--- src/rtl/core/lpe_pkg.sv ---
// ----------------------------------------------------------------------------
// lpe_pkg
// Shared types and constants for the line position estimator.
// ----------------------------------------------------------------------------
package lpe_pkg;

   localparam int NUM_SENSORS     = 8;
   localparam int SAMPLE_BITS_DEF = 10;
   localparam int CSR_W           = 10;
   localparam int CSR_IDX_W       = 3;
   localparam int POS_W           = 13;
   localparam int POS_STEP        = 1000;
   localparam int POS_CENTER      = 3500;

   localparam logic [CSR_W-1:0] NOISE_THR_RST  = 10'd250;
   localparam logic [CSR_W-1:0] FLOOR_LOW_RST  = 10'd200;
   localparam logic [CSR_W-1:0] FLOOR_HIGH_RST = 10'd800;
   localparam logic [CSR_W-1:0] TURN_LOW_RST   = 10'd200;
   localparam logic [CSR_W-1:0] TURN_HIGH_RST  = 10'd800;

   typedef enum logic [CSR_IDX_W-1:0] {
      CSR_AUTO_FLOOR   = 3'd0,
      CSR_MANUAL_FLOOR = 3'd1,
      CSR_NOISE_THR    = 3'd2,
      CSR_FLOOR_LOW    = 3'd3,
      CSR_FLOOR_HIGH   = 3'd4,
      CSR_TURN_LOW     = 3'd5,
      CSR_TURN_HIGH    = 3'd6
   } csr_index_type;

   typedef enum logic [2:0] {
      ST_IDLE,
      ST_ACCUM,
      ST_START,
      ST_DIV,
      ST_HOLD
   } lpe_state_type;

   typedef struct packed {
      logic right_turn;
      logic left_turn;
   } turn_flags_type;

endpackage

--- src/rtl/core/lpe_accum.sv ---
// ----------------------------------------------------------------------------
// lpe_accum
// Walks the frame one sensor per cycle through a shift register: floor
// inversion, noise clamp, then running sum and index-weighted sum.
// ----------------------------------------------------------------------------
module lpe_accum #(
   parameter int SAMPLE_BITS = lpe_pkg::SAMPLE_BITS_DEF
) (
   input  logic                                               clock,
   input  logic                                               reset,
   input  logic                                               start,
   input  logic [lpe_pkg::NUM_SENSORS-1:0][SAMPLE_BITS-1:0]   samples,
   input  logic                                               invert,
   input  logic [lpe_pkg::CSR_W-1:0]                          noise_thr,
   output logic                                               done,
   output logic [SAMPLE_BITS+2:0]                             sum,
   output logic [SAMPLE_BITS+4:0]                             wsum
);
   import lpe_pkg::*;

   localparam int SUM_W = SAMPLE_BITS + 3;
   localparam int WSU_W = SAMPLE_BITS + 5;
   localparam int CMP_W = (SAMPLE_BITS > CSR_W) ? SAMPLE_BITS : CSR_W;
   localparam int IDX_W = $clog2(NUM_SENSORS);
   localparam logic [SAMPLE_BITS-1:0] SAMPLE_MAX = {SAMPLE_BITS{1'b1}};

   logic [NUM_SENSORS-1:0][SAMPLE_BITS-1:0] samp_ff, samp_in;
   logic [IDX_W-1:0]                        idx_ff, idx_in;
   logic                                    busy_ff, busy_in;
   logic                                    done_ff, done_in;
   logic [SUM_W-1:0]                        sum_ff, sum_in;
   logic [WSU_W-1:0]                        wsum_ff, wsum_in;
   logic [SAMPLE_BITS-1:0]                  d_raw;
   logic [SAMPLE_BITS-1:0]                  d_clip;

   always_comb begin
      d_raw  = invert ? (SAMPLE_MAX - samp_ff[0]) : samp_ff[0];
      d_clip = (CMP_W'(d_raw) < CMP_W'(noise_thr)) ? '0
             : SAMPLE_BITS'(CMP_W'(d_raw) - CMP_W'(noise_thr));
   end

   always_comb begin
      samp_in = samp_ff;
      idx_in  = idx_ff;
      busy_in = busy_ff;
      done_in = 1'b0;
      sum_in  = sum_ff;
      wsum_in = wsum_ff;
      if (start) begin
         samp_in = samples;
         idx_in  = '0;
         busy_in = 1'b1;
         sum_in  = '0;
         wsum_in = '0;
      end else if (busy_ff) begin
         samp_in = samp_ff >> SAMPLE_BITS;
         idx_in  = idx_ff + 1'b1;
         sum_in  = sum_ff + SUM_W'(d_clip);
         wsum_in = wsum_ff + WSU_W'(d_clip) * WSU_W'(idx_ff);
         if (idx_ff == IDX_W'(NUM_SENSORS - 1)) begin
            busy_in = 1'b0;
            done_in = 1'b1;
         end
      end
   end

   always_ff @(posedge clock) begin
      if (reset) begin
         busy_ff <= 1'b0;
         done_ff <= 1'b0;
      end else begin
         busy_ff <= busy_in;
         done_ff <= done_in;
      end
      samp_ff <= samp_in;
      idx_ff  <= idx_in;
      sum_ff  <= sum_in;
      wsum_ff <= wsum_in;
   end

   assign done = done_ff;
   assign sum  = sum_ff;
   assign wsum = wsum_ff;

endmodule

--- src/rtl/core/lpe_divider.sv ---
// ----------------------------------------------------------------------------
// lpe_divider
// Restoring divider, one quotient bit per cycle. The divisor is pre-shifted
// to the top quotient bit and shifted right each step.
// ----------------------------------------------------------------------------
module lpe_divider #(
   parameter int SAMPLE_BITS = lpe_pkg::SAMPLE_BITS_DEF
) (
   input  logic                          clock,
   input  logic                          reset,
   input  logic                          start,
   input  logic [SAMPLE_BITS+14:0]       dividend,
   input  logic [SAMPLE_BITS+2:0]        divisor,
   output logic                          done,
   output logic [lpe_pkg::POS_W-1:0]     quotient
);
   import lpe_pkg::*;

   localparam int DIVD_W = SAMPLE_BITS + 15;
   localparam int CNT_W  = $clog2(POS_W + 1);

   logic [DIVD_W-1:0] rem_ff, rem_in;
   logic [DIVD_W-1:0] den_ff, den_in;
   logic [POS_W-1:0]  quo_ff, quo_in;
   logic [CNT_W-1:0]  cnt_ff, cnt_in;
   logic              busy_ff, busy_in;
   logic              done_ff, done_in;
   logic              fits;

   assign fits = (rem_ff >= den_ff);

   always_comb begin
      rem_in  = rem_ff;
      den_in  = den_ff;
      quo_in  = quo_ff;
      cnt_in  = cnt_ff;
      busy_in = busy_ff;
      done_in = 1'b0;
      if (start) begin
         rem_in  = dividend;
         den_in  = DIVD_W'(divisor) << (POS_W - 1);
         quo_in  = '0;
         cnt_in  = CNT_W'(POS_W);
         busy_in = 1'b1;
      end else if (busy_ff) begin
         rem_in = fits ? (rem_ff - den_ff) : rem_ff;
         quo_in = {quo_ff[POS_W-2:0], fits};
         den_in = den_ff >> 1;
         cnt_in = cnt_ff - 1'b1;
         if (cnt_ff == CNT_W'(1)) begin
            busy_in = 1'b0;
            done_in = 1'b1;
         end
      end
   end

   always_ff @(posedge clock) begin
      if (reset) begin
         busy_ff <= 1'b0;
         done_ff <= 1'b0;
      end else begin
         busy_ff <= busy_in;
         done_ff <= done_in;
      end
      rem_ff <= rem_in;
      den_ff <= den_in;
      quo_ff <= quo_in;
      cnt_ff <= cnt_in;
   end

   assign done     = done_ff;
   assign quotient = quo_ff;

endmodule

--- src/rtl/core/line_position_estimator.sv ---
// Flow: an accepted frame passes through the sensor-serial accumulator, then
//   the bit-serial divider, then the output register; a new frame is accepted
//   only after the previous result has been loaded into the output register.
// Reset: synchronous, active high; clears control, loads register defaults,
//   white floor, held position 3500 and held error 0.
// ----------------------------------------------------------------------------
// line_position_estimator
// Weighted-centroid line position from a frame of eight reflectance samples,
// with floor detection and turn flags.
// ----------------------------------------------------------------------------
module line_position_estimator #(
   parameter int SAMPLE_BITS = lpe_pkg::SAMPLE_BITS_DEF
) (
   input  logic                               clock,
   input  logic                               reset,
   input  logic                               csr_write_enable,
   input  logic [lpe_pkg::CSR_IDX_W-1:0]      csr_index,
   input  logic [lpe_pkg::CSR_W-1:0]          csr_wdata,
   input  logic                               req_valid,
   output logic                               req_stall,
   input  logic [SAMPLE_BITS-1:0]             req_sample_0,
   input  logic [SAMPLE_BITS-1:0]             req_sample_1,
   input  logic [SAMPLE_BITS-1:0]             req_sample_2,
   input  logic [SAMPLE_BITS-1:0]             req_sample_3,
   input  logic [SAMPLE_BITS-1:0]             req_sample_4,
   input  logic [SAMPLE_BITS-1:0]             req_sample_5,
   input  logic [SAMPLE_BITS-1:0]             req_sample_6,
   input  logic [SAMPLE_BITS-1:0]             req_sample_7,
   output logic                               rsp_valid,
   input  logic                               rsp_stall,
   output logic [lpe_pkg::POS_W-1:0]          rsp_line_position,
   output logic signed [lpe_pkg::POS_W-1:0]   rsp_line_error,
   output logic                               rsp_line_seen,
   output logic                               rsp_floor_is_black,
   output logic                               rsp_right_turn,
   output logic                               rsp_left_turn
);
   import lpe_pkg::*;

   localparam int SUM_W  = SAMPLE_BITS + 3;
   localparam int WSU_W  = SAMPLE_BITS + 5;
   localparam int DIVD_W = SAMPLE_BITS + 15;
   localparam int CMP_W  = (SAMPLE_BITS > CSR_W) ? SAMPLE_BITS : CSR_W;

   lpe_state_type state_ff, state_in;

   logic             auto_floor_ff;
   logic             floor_black_ff, floor_black_in;
   logic [CSR_W-1:0] noise_thr_ff;
   logic [CSR_W-1:0] floor_low_ff;
   logic [CSR_W-1:0] floor_high_ff;
   logic [CSR_W-1:0] turn_low_ff;
   logic [CSR_W-1:0] turn_high_ff;

   logic [POS_W-1:0] held_pos_ff;
   logic [POS_W-1:0] held_err_ff;
   logic [POS_W-1:0] pos_out;
   logic [POS_W-1:0] err_out;

   logic [NUM_SENSORS-1:0][SAMPLE_BITS-1:0] samples;
   logic [NUM_SENSORS-1:0][CMP_W-1:0]       samp_x;
   logic [NUM_SENSORS-1:0]                  below;
   logic [NUM_SENSORS-1:0]                  above;
   turn_flags_type                          turn_in;
   turn_flags_type                          turn_ff;

   logic              req_accept;
   logic              acc_start;
   logic              div_start;
   logic              out_load;
   logic              acc_done;
   logic [SUM_W-1:0]  acc_sum;
   logic [WSU_W-1:0]  acc_wsum;
   logic [SUM_W-1:0]  sum_ff;
   logic [DIVD_W-1:0] prod_ff;
   logic              div_done;
   logic [POS_W-1:0]  quotient;
   logic              seen;

   logic                   rsp_valid_ff;
   logic [POS_W-1:0]       rsp_pos_ff;
   logic [POS_W-1:0]       rsp_err_ff;
   logic                   rsp_seen_ff;
   logic                   rsp_floor_ff;
   turn_flags_type         rsp_turn_ff;

   assign samples = {req_sample_7, req_sample_6, req_sample_5, req_sample_4,
                     req_sample_3, req_sample_2, req_sample_1, req_sample_0};

   // configuration
   always_ff @(posedge clock) begin
      if (reset) begin
         auto_floor_ff <= 1'b1;
         noise_thr_ff  <= NOISE_THR_RST;
         floor_low_ff  <= FLOOR_LOW_RST;
         floor_high_ff <= FLOOR_HIGH_RST;
         turn_low_ff   <= TURN_LOW_RST;
         turn_high_ff  <= TURN_HIGH_RST;
      end else if (csr_write_enable) begin
         unique case (csr_index)
            CSR_AUTO_FLOOR: auto_floor_ff <= csr_wdata[0];
            CSR_NOISE_THR:  noise_thr_ff  <= csr_wdata;
            CSR_FLOOR_LOW:  floor_low_ff  <= csr_wdata;
            CSR_FLOOR_HIGH: floor_high_ff <= csr_wdata;
            CSR_TURN_LOW:   turn_low_ff   <= csr_wdata;
            CSR_TURN_HIGH:  turn_high_ff  <= csr_wdata;
            default: ;
         endcase
      end
   end

   // floor detection and turn flags on the raw frame
   always_comb begin
      for (int i = 0; i < NUM_SENSORS; i++) begin
         samp_x[i] = CMP_W'(samples[i]);
         below[i]  = samp_x[i] < CMP_W'(turn_low_ff);
         above[i]  = samp_x[i] > CMP_W'(turn_high_ff);
      end
      turn_in.right_turn = &below[3:0] & above[6] & above[7];
      turn_in.left_turn  = &below[7:4] & above[1] & above[0];

      floor_black_in = floor_black_ff;
      if (csr_write_enable && csr_index == CSR_MANUAL_FLOOR) begin
         floor_black_in = csr_wdata[0];
      end else if (req_accept && auto_floor_ff) begin
         if (samp_x[0] < CMP_W'(floor_low_ff) && samp_x[7] < CMP_W'(floor_low_ff)) begin
            floor_black_in = 1'b0;
         end
         if (samp_x[0] > CMP_W'(floor_high_ff) && samp_x[7] > CMP_W'(floor_high_ff)) begin
            floor_black_in = 1'b1;
         end
      end
   end

   // sequencer
   always_comb begin
      state_in = state_ff;
      unique case (state_ff)
         ST_IDLE:  if (req_valid) state_in = ST_ACCUM;
         ST_ACCUM: if (acc_done) state_in = ST_START;
         ST_START: state_in = ST_DIV;
         ST_DIV:   if (div_done) state_in = ST_HOLD;
         ST_HOLD:  if (!rsp_valid_ff || !rsp_stall) state_in = ST_IDLE;
         default:  state_in = ST_IDLE;
      endcase
   end

   always_comb begin
      req_stall = 1'b1;
      div_start = 1'b0;
      out_load  = 1'b0;
      unique case (state_ff)
         ST_IDLE:  req_stall = 1'b0;
         ST_START: div_start = 1'b1;
         ST_HOLD:  out_load  = !rsp_valid_ff || !rsp_stall;
         default: ;
      endcase
   end

   assign req_accept = req_valid && !req_stall;
   assign acc_start  = req_accept;

   lpe_accum #(
      .SAMPLE_BITS (SAMPLE_BITS)
   ) u_accum (
      .clock     (clock),
      .reset     (reset),
      .start     (acc_start),
      .samples   (samples),
      .invert    (floor_black_in),
      .noise_thr (noise_thr_ff),
      .done      (acc_done),
      .sum       (acc_sum),
      .wsum      (acc_wsum)
   );

   always_ff @(posedge clock) begin
      if (acc_done) begin
         sum_ff  <= acc_sum;
         prod_ff <= DIVD_W'(acc_wsum) * DIVD_W'(POS_STEP);
      end
      if (req_accept) begin
         turn_ff <= turn_in;
      end
   end

   lpe_divider #(
      .SAMPLE_BITS (SAMPLE_BITS)
   ) u_divider (
      .clock    (clock),
      .reset    (reset),
      .start    (div_start),
      .dividend (prod_ff),
      .divisor  (sum_ff),
      .done     (div_done),
      .quotient (quotient)
   );

   assign seen    = (sum_ff != '0);
   assign pos_out = seen ? quotient : held_pos_ff;
   assign err_out = seen ? (quotient - POS_W'(POS_CENTER)) : held_err_ff;

   always_ff @(posedge clock) begin
      if (reset) begin
         state_ff       <= ST_IDLE;
         floor_black_ff <= 1'b0;
         held_pos_ff    <= POS_W'(POS_CENTER);
         held_err_ff    <= '0;
         rsp_valid_ff   <= 1'b0;
      end else begin
         state_ff       <= state_in;
         floor_black_ff <= floor_black_in;
         if (out_load) begin
            held_pos_ff  <= pos_out;
            held_err_ff  <= err_out;
            rsp_valid_ff <= 1'b1;
         end else if (!rsp_stall) begin
            rsp_valid_ff <= 1'b0;
         end
      end
   end

   always_ff @(posedge clock) begin
      if (out_load) begin
         rsp_pos_ff   <= pos_out;
         rsp_err_ff   <= err_out;
         rsp_seen_ff  <= seen;
         rsp_floor_ff <= floor_black_ff;
         rsp_turn_ff  <= turn_ff;
      end
   end

   assign rsp_valid          = rsp_valid_ff;
   assign rsp_line_position  = rsp_pos_ff;
   assign rsp_line_error     = $signed(rsp_err_ff);
   assign rsp_line_seen      = rsp_seen_ff;
   assign rsp_floor_is_black = rsp_floor_ff;
   assign rsp_right_turn     = rsp_turn_ff.right_turn;
   assign rsp_left_turn      = rsp_turn_ff.left_turn;

endmodule

--- config.mk ---
export PLATFORM = sky130hd
export DESIGN_NAME = line_position_estimator
export DESIGN_NICKNAME = d
export VERILOG_FILES = /design/src/rtl/core/lpe_pkg.sv /design/src/rtl/core/lpe_accum.sv /design/src/rtl/core/lpe_divider.sv /design/src/rtl/core/line_position_estimator.sv
export SDC_FILE = /design/constraint.sdc
export NUM_CORES = 1
export LEC_CHECK = 0
export BUFFER_PORTS_ARGS = -buffer_cell sky130_fd_sc_hd__buf_2
export CAP_MARGIN = 20
export CORE_ASPECT_RATIO = 1.1
export CORE_MARGIN = 4
export CORE_UTILIZATION = 57
export DETAILED_ROUTE_END_ITERATION = 16
export PLACE_DENSITY = 0.75
export SYNTH_ARGS = -nofsm -noshare
export SYNTH_HDL_FRONTEND = slang
export SYNTH_SLANG_ARGS = --single-unit
--- constraint.sdc ---
create_clock -name clock -period 17.5 [get_ports clock]
set_input_delay 3.5 -clock clock [delete_from_list [all_inputs] [get_ports clock]]
set_output_delay 3.5 -clock clock [all_outputs]
set_load 0.05 [all_outputs]
==> impl_metrics.toml, run 1 <==
[run_status]
outcome = "finished, final reports clean"

[global_routing]
use_met2_pct = 46.1
grt_max_degree = 98
track_usage_pct = 26.7
grt-busiest-layer = "met2"
grt_use_met1_pct = 34.7
grt_overflow = 0
met3_usage_pct = 3.34
grt_pass1_wl_um = 91900
antenna_found_initial = 1
grt_pass1_vias = 17600

[timing]
fin_hold_ws_ps = 457
final.setup_skew_ps = 25.3
slew_headroom_pct = 24.1
max_freq_mhz = 95.7
maxSlewViolCount = 0
period_needed_ps = 10450
finalSetupViolCount = 0
worst_pin_slew_ps = 1140
min_period_over_period_pct = 59.7
final.setup.tns_ps = 0
rsz0062_at_grt = "false"
hold_violations = 0

[worst_setup_path]
endpoint_kind = "flop"
required_ps = 17980
r2r-start = "state_ff[0]"
r2r-end = "u_accum.wsum[11]"
reg2reg_depth = 28
slowest_delay_ps = 930
cpMostUsedCell = "fa_1"
crit_cells = 27
crit_slowest_cell = "o2111ai_1"
crit_family = "compound AO/OA/AOI/OAI gates"
ff2ff_setup_slack_ps = 9490
path_class = "in -> reg"
worstPathArrival_ps = 10930
startpoint_type = "input port"
crit_buf_inv = 2
crit_fanout = 36

[placement]
place_congestion = 0.942
place_area_um2 = 23500
dp_hpwl_um = 43300
portBuffers = 129

[power_and_ir_drop]
seq_power_share_pct = 38.5
leakage_uw = 0.0110
pwr-share-clk_pct = 31.4
power.density_nw_per_um2 = 98.3
cell_internal_pwr_uw = 1640
power_uw = 2430
irDropWorstVdd_v = 0.0000877
switching_share_pct = 32.7
p_switching_uw = 796
comb_power_share_pct = 30.0

[cts]
cts_root_buffer = "clkbuf_16"
clk_pin_slew_ps = 60
cts_buffers = 38
ctsResizeCount = 0
post-cts-setup-buffers = 0
clk_latency_ps = 560
cts_tree = "yes"
numClockSinks = 331
h-tree-depth = 2
clockBufferDepth = 3
postCtsHoldBufs = 0

[yosys]
syn_inst = 2398
ys_top_cells_by_area = "edfxtp_1, ha_1, dfxtp_1"
synth_top_area_share_pct = 24.7
yosysTopAreaCell = "edfxtp_1"
syn-num-nets = 2835
synth.avg_cell_area_um2 = 9.37
synth_warnings = 0
synth-seq-cells = 331
yosysSeqAreaShare_pct = 37.7
yosys-top-cells-count = "nand2_1, ha_1, edfxtp_1"
syn-cell-area_um2 = 22500
synth_edf_count = 185
yosys.cell_types.count = 76
async_reset_ff_share_pct = 0
synthMostInstantiatedCell = "nand2_1"
synth-main-ff-cell = "edfxtp_1"

[route]
vias = 17800
drt_iter0_markers = 1263
antenna_left = 0
finalWirelength_um = 58000
wire_per_inst_um = 19.2
vias_per_cell = 5.89
drt-pass1-iter-count = 5
drc = 0

[finish]
area_delta_synth_final_pct = 10.2
postLayoutCellArea_um2 = 24800
nNetsFinal = 2927
insertedDiodeCount = 0
drive_gt1_share_pct = 9.40
fillerInstances = 3247

[floorplan]
die_width_um = 197
rows = 76
core-area_um2 = 39100
die_area_um2 = 42700
pin_count = 130
initial_core_util_pct = 57.5
die_y_um = 216

[hold_path]
min_path_cells = 2
min_path_type = "reg -> reg"
hold_path_end = "held_err_ff[0]"
min_from = "held_err_ff[0]"

[run]
drv_cap = 0
[per-stage QoR]
step	utilization [%]	setup slack (ps)	instances
detailed placement	60.1	6560	2954
finish	63.4	7050	3027
global route	63.4	6560	3027
CTS	63.2	7140	3024
floorplan	-	8000	2398
global placement	60.1	6750	2953
[per-layer routing]
layer / up-vias / routed length, um
met3: 135 / 3110
met2: 541 / 28500
met5: - / 8
met4: 2 / 1930
met1: 8479 / 24500
li1: 8658 / -
[cell type report]
| class | count | area (um^2) | share of cell area, % |
|---|---|---|---|
| repair buffers | 148 | 828 | 3.34 |
| well taps | 507 | 634 | 2.56 |
| inverters | 189 | 711 | 2.87 |
| flip-flops and latches | 331 | 8480 | 34.2 |
| clock buffers | 53 | 1050 | 4.24 |
| clock inverters | 17 | 166 | 0.672 |
| multi-input cells | 1782 | 12900 | 52.1 |
[worst max-delay path by stage]
stage | from | endpoint | slack [ps]
floorplan | req_sample_7[7] | u_accum.wsum[13] | 8000
finish | req_sample_0[8] | u_accum.wsum[11] | 7050
global placement | req_sample_0[8] | u_accum.wsum[12] | 6750
global route | req_sample_0[9] | u_accum.wsum[12] | 6560
CTS | req_sample_0[8] | u_accum.wsum[11] | 7140
detailed placement | req_sample_0[8] | u_accum.wsum[13] | 6560
[power groups by stage]
stage                     logic (uW)  clock network [uW]  registers, uW
final                            731                 765            938
after global routing             836                 810            944
after CTS                        731                 781            938
after detailed placement         722                   0            954
after global placement           691                   0            952
after floorplan                  556                   0            939
[flip-flops by register name (all words and copies together), names as in the netlist, 4 cells and up]
name and flops:
noise_thr_ff 10, floor_low_ff 10, rsp_line_error 13, prod_ff 22
rsp_line_position 13, turn_high_ff 10, u_divider.cnt_ff 4, u_divider.quotient 13
turn_low_ff 10, u_divider.rem_ff 25, u_divider.den_ff 25, u_accum.wsum 15
held_pos_ff 13, held_err_ff 13, u_accum.sum 13, floor_high_ff 10
sum_ff 13, u_accum.samp_ff 80
[layout by cell type, fill, tap and decap left out, types with 7 or more instances in the layout]
master	synthesis	routed
nand2_1	409	407
ha_1	267	267
edfxtp_1	185	185
inv_1	183	182
a21oi_1	156	156
nor2_1	149	149
dfxtp_1	146	145
buf_2	6	129
fa_1	72	72
o21ai_0	70	70
a21o_1	62	62
nand3_1	60	60
nor3_1	57	57
a211oi_1	47	47
mux2i_1	43	43
o211ai_1	38	38
clkbuf_16	0	38
xnor2_1	34	34
o21a_1	28	28
xor2_1	28	28
nand2b_1	28	28
nor2b_1	21	21
and3_1	21	21
nand4_1	18	18
or3_1	18	18
buf_4	4	17
mux2_2	11	11
a31oi_1	10	10
clkbuf_1	69	10
nor4_1	9	9
o21bai_1	9	9
clkinv_2	0	8
o2111ai_1	8	8
and4_1	7	7
o211a_1	7	7
o21ai_1	7	7
a22oi_1	7	7
nand3b_1	7	7
[tightest hold or removal path, cell delays in order (launching register included)]
cell      delay (ps)
dfxtp_1          300
inv_1             60
a211oi_1          60
[cell families (layout without fill, tap and decap cells)]
kind of cell,Yosys count,count (layout),synth area share [%]
flip-flops,331,331,37.7
XOR/XNOR,62,62,2.42
AND/OR/NAND/NOR,823,823,16.3
buffers and inverters,285,407,4.96
adder cells (fa/ha/maj),339,339,21.3
multiplexers,54,54,2.47
AO/OA/AOI/OAI,504,504,14.9
(Power assumes the default switching activity.)
==> inputs of run 2 (changes only) <==
==> constraint.sdc (replaced) <==
create_clock -name clock -period 10.9 [get_ports clock]
set_input_delay 2.18 -clock clock [delete_from_list [all_inputs] [get_ports clock]]
set_output_delay 2.18 -clock clock [all_outputs]
set_load 0.05 [all_outputs]
==> run 2 against run 1 <==
Net effect: clock power rose by 62%; first-iteration DRC count rose by 1.4%; sequential share of layout area barely moved; total power rose by 60%; register-to-register slack got worse by 6300 ps; via count rose by 0.24%; global-route usage barely moved; cell count barely moved; sequential power rose by 60%; critical endpoint is now u_accum.wsum[12]; non-clock buffer count rose by 1; highest routed layer is now met4.
==> impl_metrics.toml, run 2 (same netlist as run 1, synthesis figures left out) <==
[run_status]
outcome = "finished, final reports clean"

[placement]
dp_hpwl_um = 42900
portBuffers = 129
place_congestion = 0.954

[cts]
h-tree-depth = 2
clockBufferDepth = 3
ctsResizeCount = 0
cts_root_buffer = "clkbuf_16"
cts_tree = "yes"
post-cts-setup-buffers = 0
clk_pin_slew_ps = 60
numClockSinks = 331
cts_buffers = 37
postCtsHoldBufs = 0
clk_latency_ps = 560

[floorplan]
rows = 76
die_y_um = 216
core-area_um2 = 39100
initial_core_util_pct = 57.5
die_width_um = 197
pin_count = 130
die_area_um2 = 42700

[worst_setup_path]
crit_fanout = 26
startpoint_type = "input port"
required_ps = 11350
crit_slowest_cell = "o21ai_2"
endpoint_kind = "flop"
slowest_delay_ps = 730
path_class = "in -> reg"
worstPathArrival_ps = 9450
cpMostUsedCell = "ha_1"

[timing]
rsz0062_at_grt = "false"
slew_headroom_pct = 32.4
hold_violations = 0
final.setup_skew_ps = 28.1
worst_pin_slew_ps = 1010
max_freq_mhz = 111
fin_hold_ws_ps = 455
min_period_over_period_pct = 82.6
maxSlewViolCount = 0
period_needed_ps = 9000
finalSetupViolCount = 0
final.setup.tns_ps = 0

[global_routing]
grt_overflow = 0
track_usage_pct = 26.7
grt_pass1_vias = 17800
antenna_found_initial = 0
grt_max_degree = 83
grt_pass1_wl_um = 92300

[finish]
fin_util_pct = 63.4
nNetsFinal = 2927
reg_top3 = "u_accum.samp_ff: 80 flops, u_divider.den_ff: 25 flops, u_divider.rem_ff: 25 flops"
fillerInstances = 3247
area_delta_synth_final_pct = 10.3
layout_common_cells = "nand2_1, ha_1, edfxtp_1"
largest_register = "u_accum.samp_ff"
largest_register_ffs = 80
drive_gt1_share_pct = 9.45
final_common_cell = "nand2_1"

[power_and_ir_drop]
irDropWorstVdd_v = 0.000128
leakage_uw = 0.0110
power.density_nw_per_um2 = 158

[route]
drc = 0
drt-pass1-iter-count = 6
wire_per_inst_um = 19.0
antenna_left = 0
vias_per_cell = 5.90
finalWirelength_um = 57600
drt_iter0_markers = 1281
vias = 17900

[hold_path]
min_path_type = "reg -> reg"

[run]
drv_cap = 0
run 2: critical path, delay by kind of cell:
family	cells	cell delay [ps]
AOI/OAI and AO/OA	14	3190
adders and majority gates	5	1940
buffers and inverters	5	790
and+or+nand+nor	6	1350
run 2: path summary, 6_finish.rpt:
kind	from	endpoint	slack, ps	cells past startpoint
worst max-delay path	req_sample_7[3]	u_accum.wsum[12]	1900	30
worst min-delay path	u_accum.sum[0]	sum_ff[0]	450	0
worst max register to register	floor_high_ff[3]	u_accum.wsum[12]	3240	30
worst min register to register	u_accum.sum[0]	sum_ff[0]	450	0
run 2: layout make-up:
type                       instances  area (um^2)  area share (%)
inverter                         189          711            2.87
sequential                       331         8480            34.2
multi-input combinational       1782        12900            52.0
clock buffer                      46          990            3.99
antenna                            1         2.50          0.0101
clock inverter                    21          216           0.873
timing repair buffer             149          856            3.45
tap                              507          634            2.56
run 2: where the power goes:
| group | leakage [uW] | internal [uW] | switching, uW |
|---|---|---|---|
| combinational | 0.00751 | 490 | 673 |
| clock | 0.000592 | 705 | 533 |
| sequential | 0.00295 | 1430 | 72.1 |
run 2: metal layers:
| metal | GRT usage [%] | vias up | wire length, um |
|---|---|---|---|
| met2 | 45.7 | 528 | 28100 |
| met5 | 0 | - | 0 |
| met3 | 3.64 | 128 | 3370 |
| met4 | 9.87 | 0 | 2100 |
| li1 | - | 8656 | - |
| met1 | 34.5 | 8545 | 24000 |
run 2: per-stage QoR:
step | instance area, um^2 | std cells | setup slack, ps | power [uW]
after floorplan | 22500 | 2398 | 2720 | 2400
after global placement | 23500 | 2954 | 1260 | 2630
after detailed placement | 23500 | 2954 | 1050 | 2680
after CTS | 24700 | 3021 | 1600 | 3930
after global routing | 24800 | 3025 | 1390 | 4150
final | 24800 | 3026 | 1900 | 3910
==> inputs of run 3 (changes only) <==
--- a/config.mk
+++ b/config.mk
@@ -5,6 +5,7 @@
 export SDC_FILE = /design/constraint.sdc
 export NUM_CORES = 1
 export LEC_CHECK = 0
+export ABC_AREA = 1
 export BUFFER_PORTS_ARGS = -buffer_cell sky130_fd_sc_hd__buf_2
 export CAP_MARGIN = 20
 export CORE_ASPECT_RATIO = 1.1
==> constraint.sdc (replaced) <==
create_clock -name clock -period 9.2 [get_ports clock]
set_input_delay 1.84 -clock clock [delete_from_list [all_inputs] [get_ports clock]]
set_output_delay 1.84 -clock clock [all_outputs]
set_load 0.05 [all_outputs]
==> run 3 against run 2 <==
Net effect: area after synthesis shrank 0.66%; die area shrank 0.63%; clock skew shrank 6.9 ps; critical path type unchanged; register-to-register slack lost 840 ps; synthesized cell count grew 11%; cell count grew 9.9%; flip-flop and latch count is the same; global-route usage grew 1.1 points.
==> impl_metrics.toml, run 3 <==
[run_status]
outcome = "finished, final reports clean"

[yosys]
syn-cell-area_um2 = 22300
synth-main-ff-cell = "edfxtp_1"
synth-seq-cells = 331
syn-num-nets = 3109
synth_warnings = 0
yosysTopAreaCell = "edfxtp_1"
synth_top_area_share_pct = 24.9
ys_top_cells_by_area = "edfxtp_1, ha_1, dfxtp_1"
synth_edf_count = 185
yosys.cell_types.count = 46
yosysSeqAreaShare_pct = 38.0
async_reset_ff_share_pct = 0
synth.avg_cell_area_um2 = 8.36
yosys-top-cells-count = "nand2_1, inv_1, ha_1"
synthMostInstantiatedCell = "nand2_1"
syn_inst = 2672

[global_routing]
grt_overflow = 0
grt_pass1_vias = 18500
grt_max_degree = 73
track_usage_pct = 27.8
antenna_found_initial = 6
grt_pass1_wl_um = 94500

[worst_setup_path]
crit_slowest_cell = "fa_1"
cpMostUsedCell = "nand2_1"
crit_fanout = 12
reg2reg_depth = 37
required_ps = 9640
worstPathArrival_ps = 8280
r2r-start = "floor_high_ff[6]"
r2r-end = "u_accum.wsum[12]"
slowest_delay_ps = 580
startpoint_type = "input port"
path_class = "in -> reg"
startpoint = "req_sample_7[9]"
ff2ff_setup_slack_ps = 2400
endpoint_kind = "flop"
endpoint = "u_accum.wsum[12]"

[finish]
largest_register = "u_accum.samp_ff"
reg_top3 = "u_accum.samp_ff: 80 flops, u_divider.den_ff: 25 flops, u_divider.rem_ff: 25 flops"
postLayoutCellArea_um2 = 24800
drive_gt1_share_pct = 8.04
nNetsFinal = 3233
largest_register_ffs = 80
stdcell_count = 3326
area_delta_synth_final_pct = 11.2
final_common_cell = "nand2_1"
layout_common_cells = "nand2_1, inv_1, ha_1"

[cts]
clockBufferDepth = 3
postCtsHoldBufs = 0
h-tree-depth = 2
cts_tree = "yes"
clk_pin_slew_ps = 60
ctsResizeCount = 0
post-cts-setup-buffers = 0
cts_buffers = 37
clk_latency_ps = 550
cts_root_buffer = "clkbuf_16"
numClockSinks = 331

[route]
drt_iter0_markers = 1098
drt-pass1-iter-count = 5
vias_per_cell = 5.63
wire_per_inst_um = 17.8
vias = 18700
antenna_left = 0
drc = 0
finalWirelength_um = 59300

[timing]
rsz0062_at_grt = "false"
maxSlewViolCount = 0
hold_violations = 0
max_freq_mhz = 128
final.setup_skew_ps = 21.2
period_needed_ps = 7830
worst_pin_slew_ps = 784
slew_headroom_pct = 47.5
final.setup.tns_ps = 0
finalSetupViolCount = 0
min_period_over_period_pct = 85.2
final.setup.worst_slack_ps = 1370

[floorplan]
core-area_um2 = 38400
initial_core_util_pct = 58.2
die_y_um = 216
pin_count = 130
die_area_um2 = 42400
die_width_um = 197
rows = 75

[placement]
place_area_um2 = 23500
place_congestion = 0.968
dpl.cell_count = 3255
portBuffers = 129
dp_slack_ps = 878
dp_hpwl_um = 45700

[run]
drv_cap = 0

[power_and_ir_drop]
leakage_uw = 0.0121
irDropWorstVdd_v = 0.000207
power_uw = 8190
power.density_nw_per_um2 = 330

[hold_path]
min_path_type = "reg -> reg"
-- run 3: changes by cell type after synthesis, moves of 24 or more --
cell      change
nand2_1     +238
inv_1       +217
o21ai_0      +82
a21o_1       -46
mux2i_1      -43
a211oi_1     -42
nor3_1       -41
nor2_1       +37
a21oi_1      +33
clkbuf_1     -31
nand2b_1     -28
nand3_1      +28
a22oi_1      +24
-- run 3: cell type report --
class | count | area (um^2)
tap | 500 | 626
sequential | 331 | 8480
clock inverter | 18 | 250
clock buffer | 48 | 1040
fill | 3264 | 13600
antenna | 3 | 7.51
inverter | 403 | 1510
timing repair buffer | 146 | 813
multi-input combinational | 1877 | 12100
-- run 3: report_power, final --
group / switching [uW] / total (uW) / leakage [uW] / internal (uW)
clock network: 607 / 1580 / 0.000632 / 968
registers: 235 / 2410 / 0.00291 / 2180
logic: 2720 / 4200 / 0.00852 / 1480
total: 3560 / 8190 / 0.0121 / 4630
-- run 3: worst max-delay path: cells and delay by family --
family          cells  cell delay (ps)
simple gates       21             2700
fa+ha+maj           6             2280
compound gates      4              800
buf+inv             6              640
-- run 3: worst min-delay path by stage --
stage          startpoint            end  slack, ps  depth (start not counted)
4_1_cts        turn_ff[0]  rsp_left_turn        430                          0
6_report       turn_ff[0]  rsp_left_turn        430                          0
3_5_place_dp   turn_ff[0]  rsp_left_turn        410                          0
5_1_grt        turn_ff[0]  rsp_left_turn        440                          0
2_1_floorplan  turn_ff[0]  rsp_left_turn        400                          0
3_3_place_gp   turn_ff[0]  rsp_left_turn        400                          0
-- run 3: logic make-up (layout without fill, tap and decap cells) --
group	Yosys count	count (layout)	share of synthesized area, %
xor+xnor	43	43	1.69
buf+inv	464	615	7.90
flops	331	331	38.0
compound gates	490	490	12.6
simple gates	1005	1005	18.4
fa+ha+maj	339	339	21.4
other cells	0	3	0
-- run 3: per-layer routing --
layer | GRT usage, % | routed length (um)
met5 | 0 | 28
met4 | 11.8 | 2890
met1 | 32.5 | 23000
met3 | 4.87 | 3390
met2 | 50.1 | 30000
-- run 3: metrics by stage --
| stage | util (%) | hold WS, ps |
|---|---|---|
| 2_1_floorplan | - | 400 |
| 3_3_place_gp | 61.2 | 403 |
| 3_5_place_dp | 61.2 | 412 |
| 4_1_cts | 64.5 | 426 |
| 5_1_grt | 64.7 | 443 |
| 6_report | 64.7 | 428 |
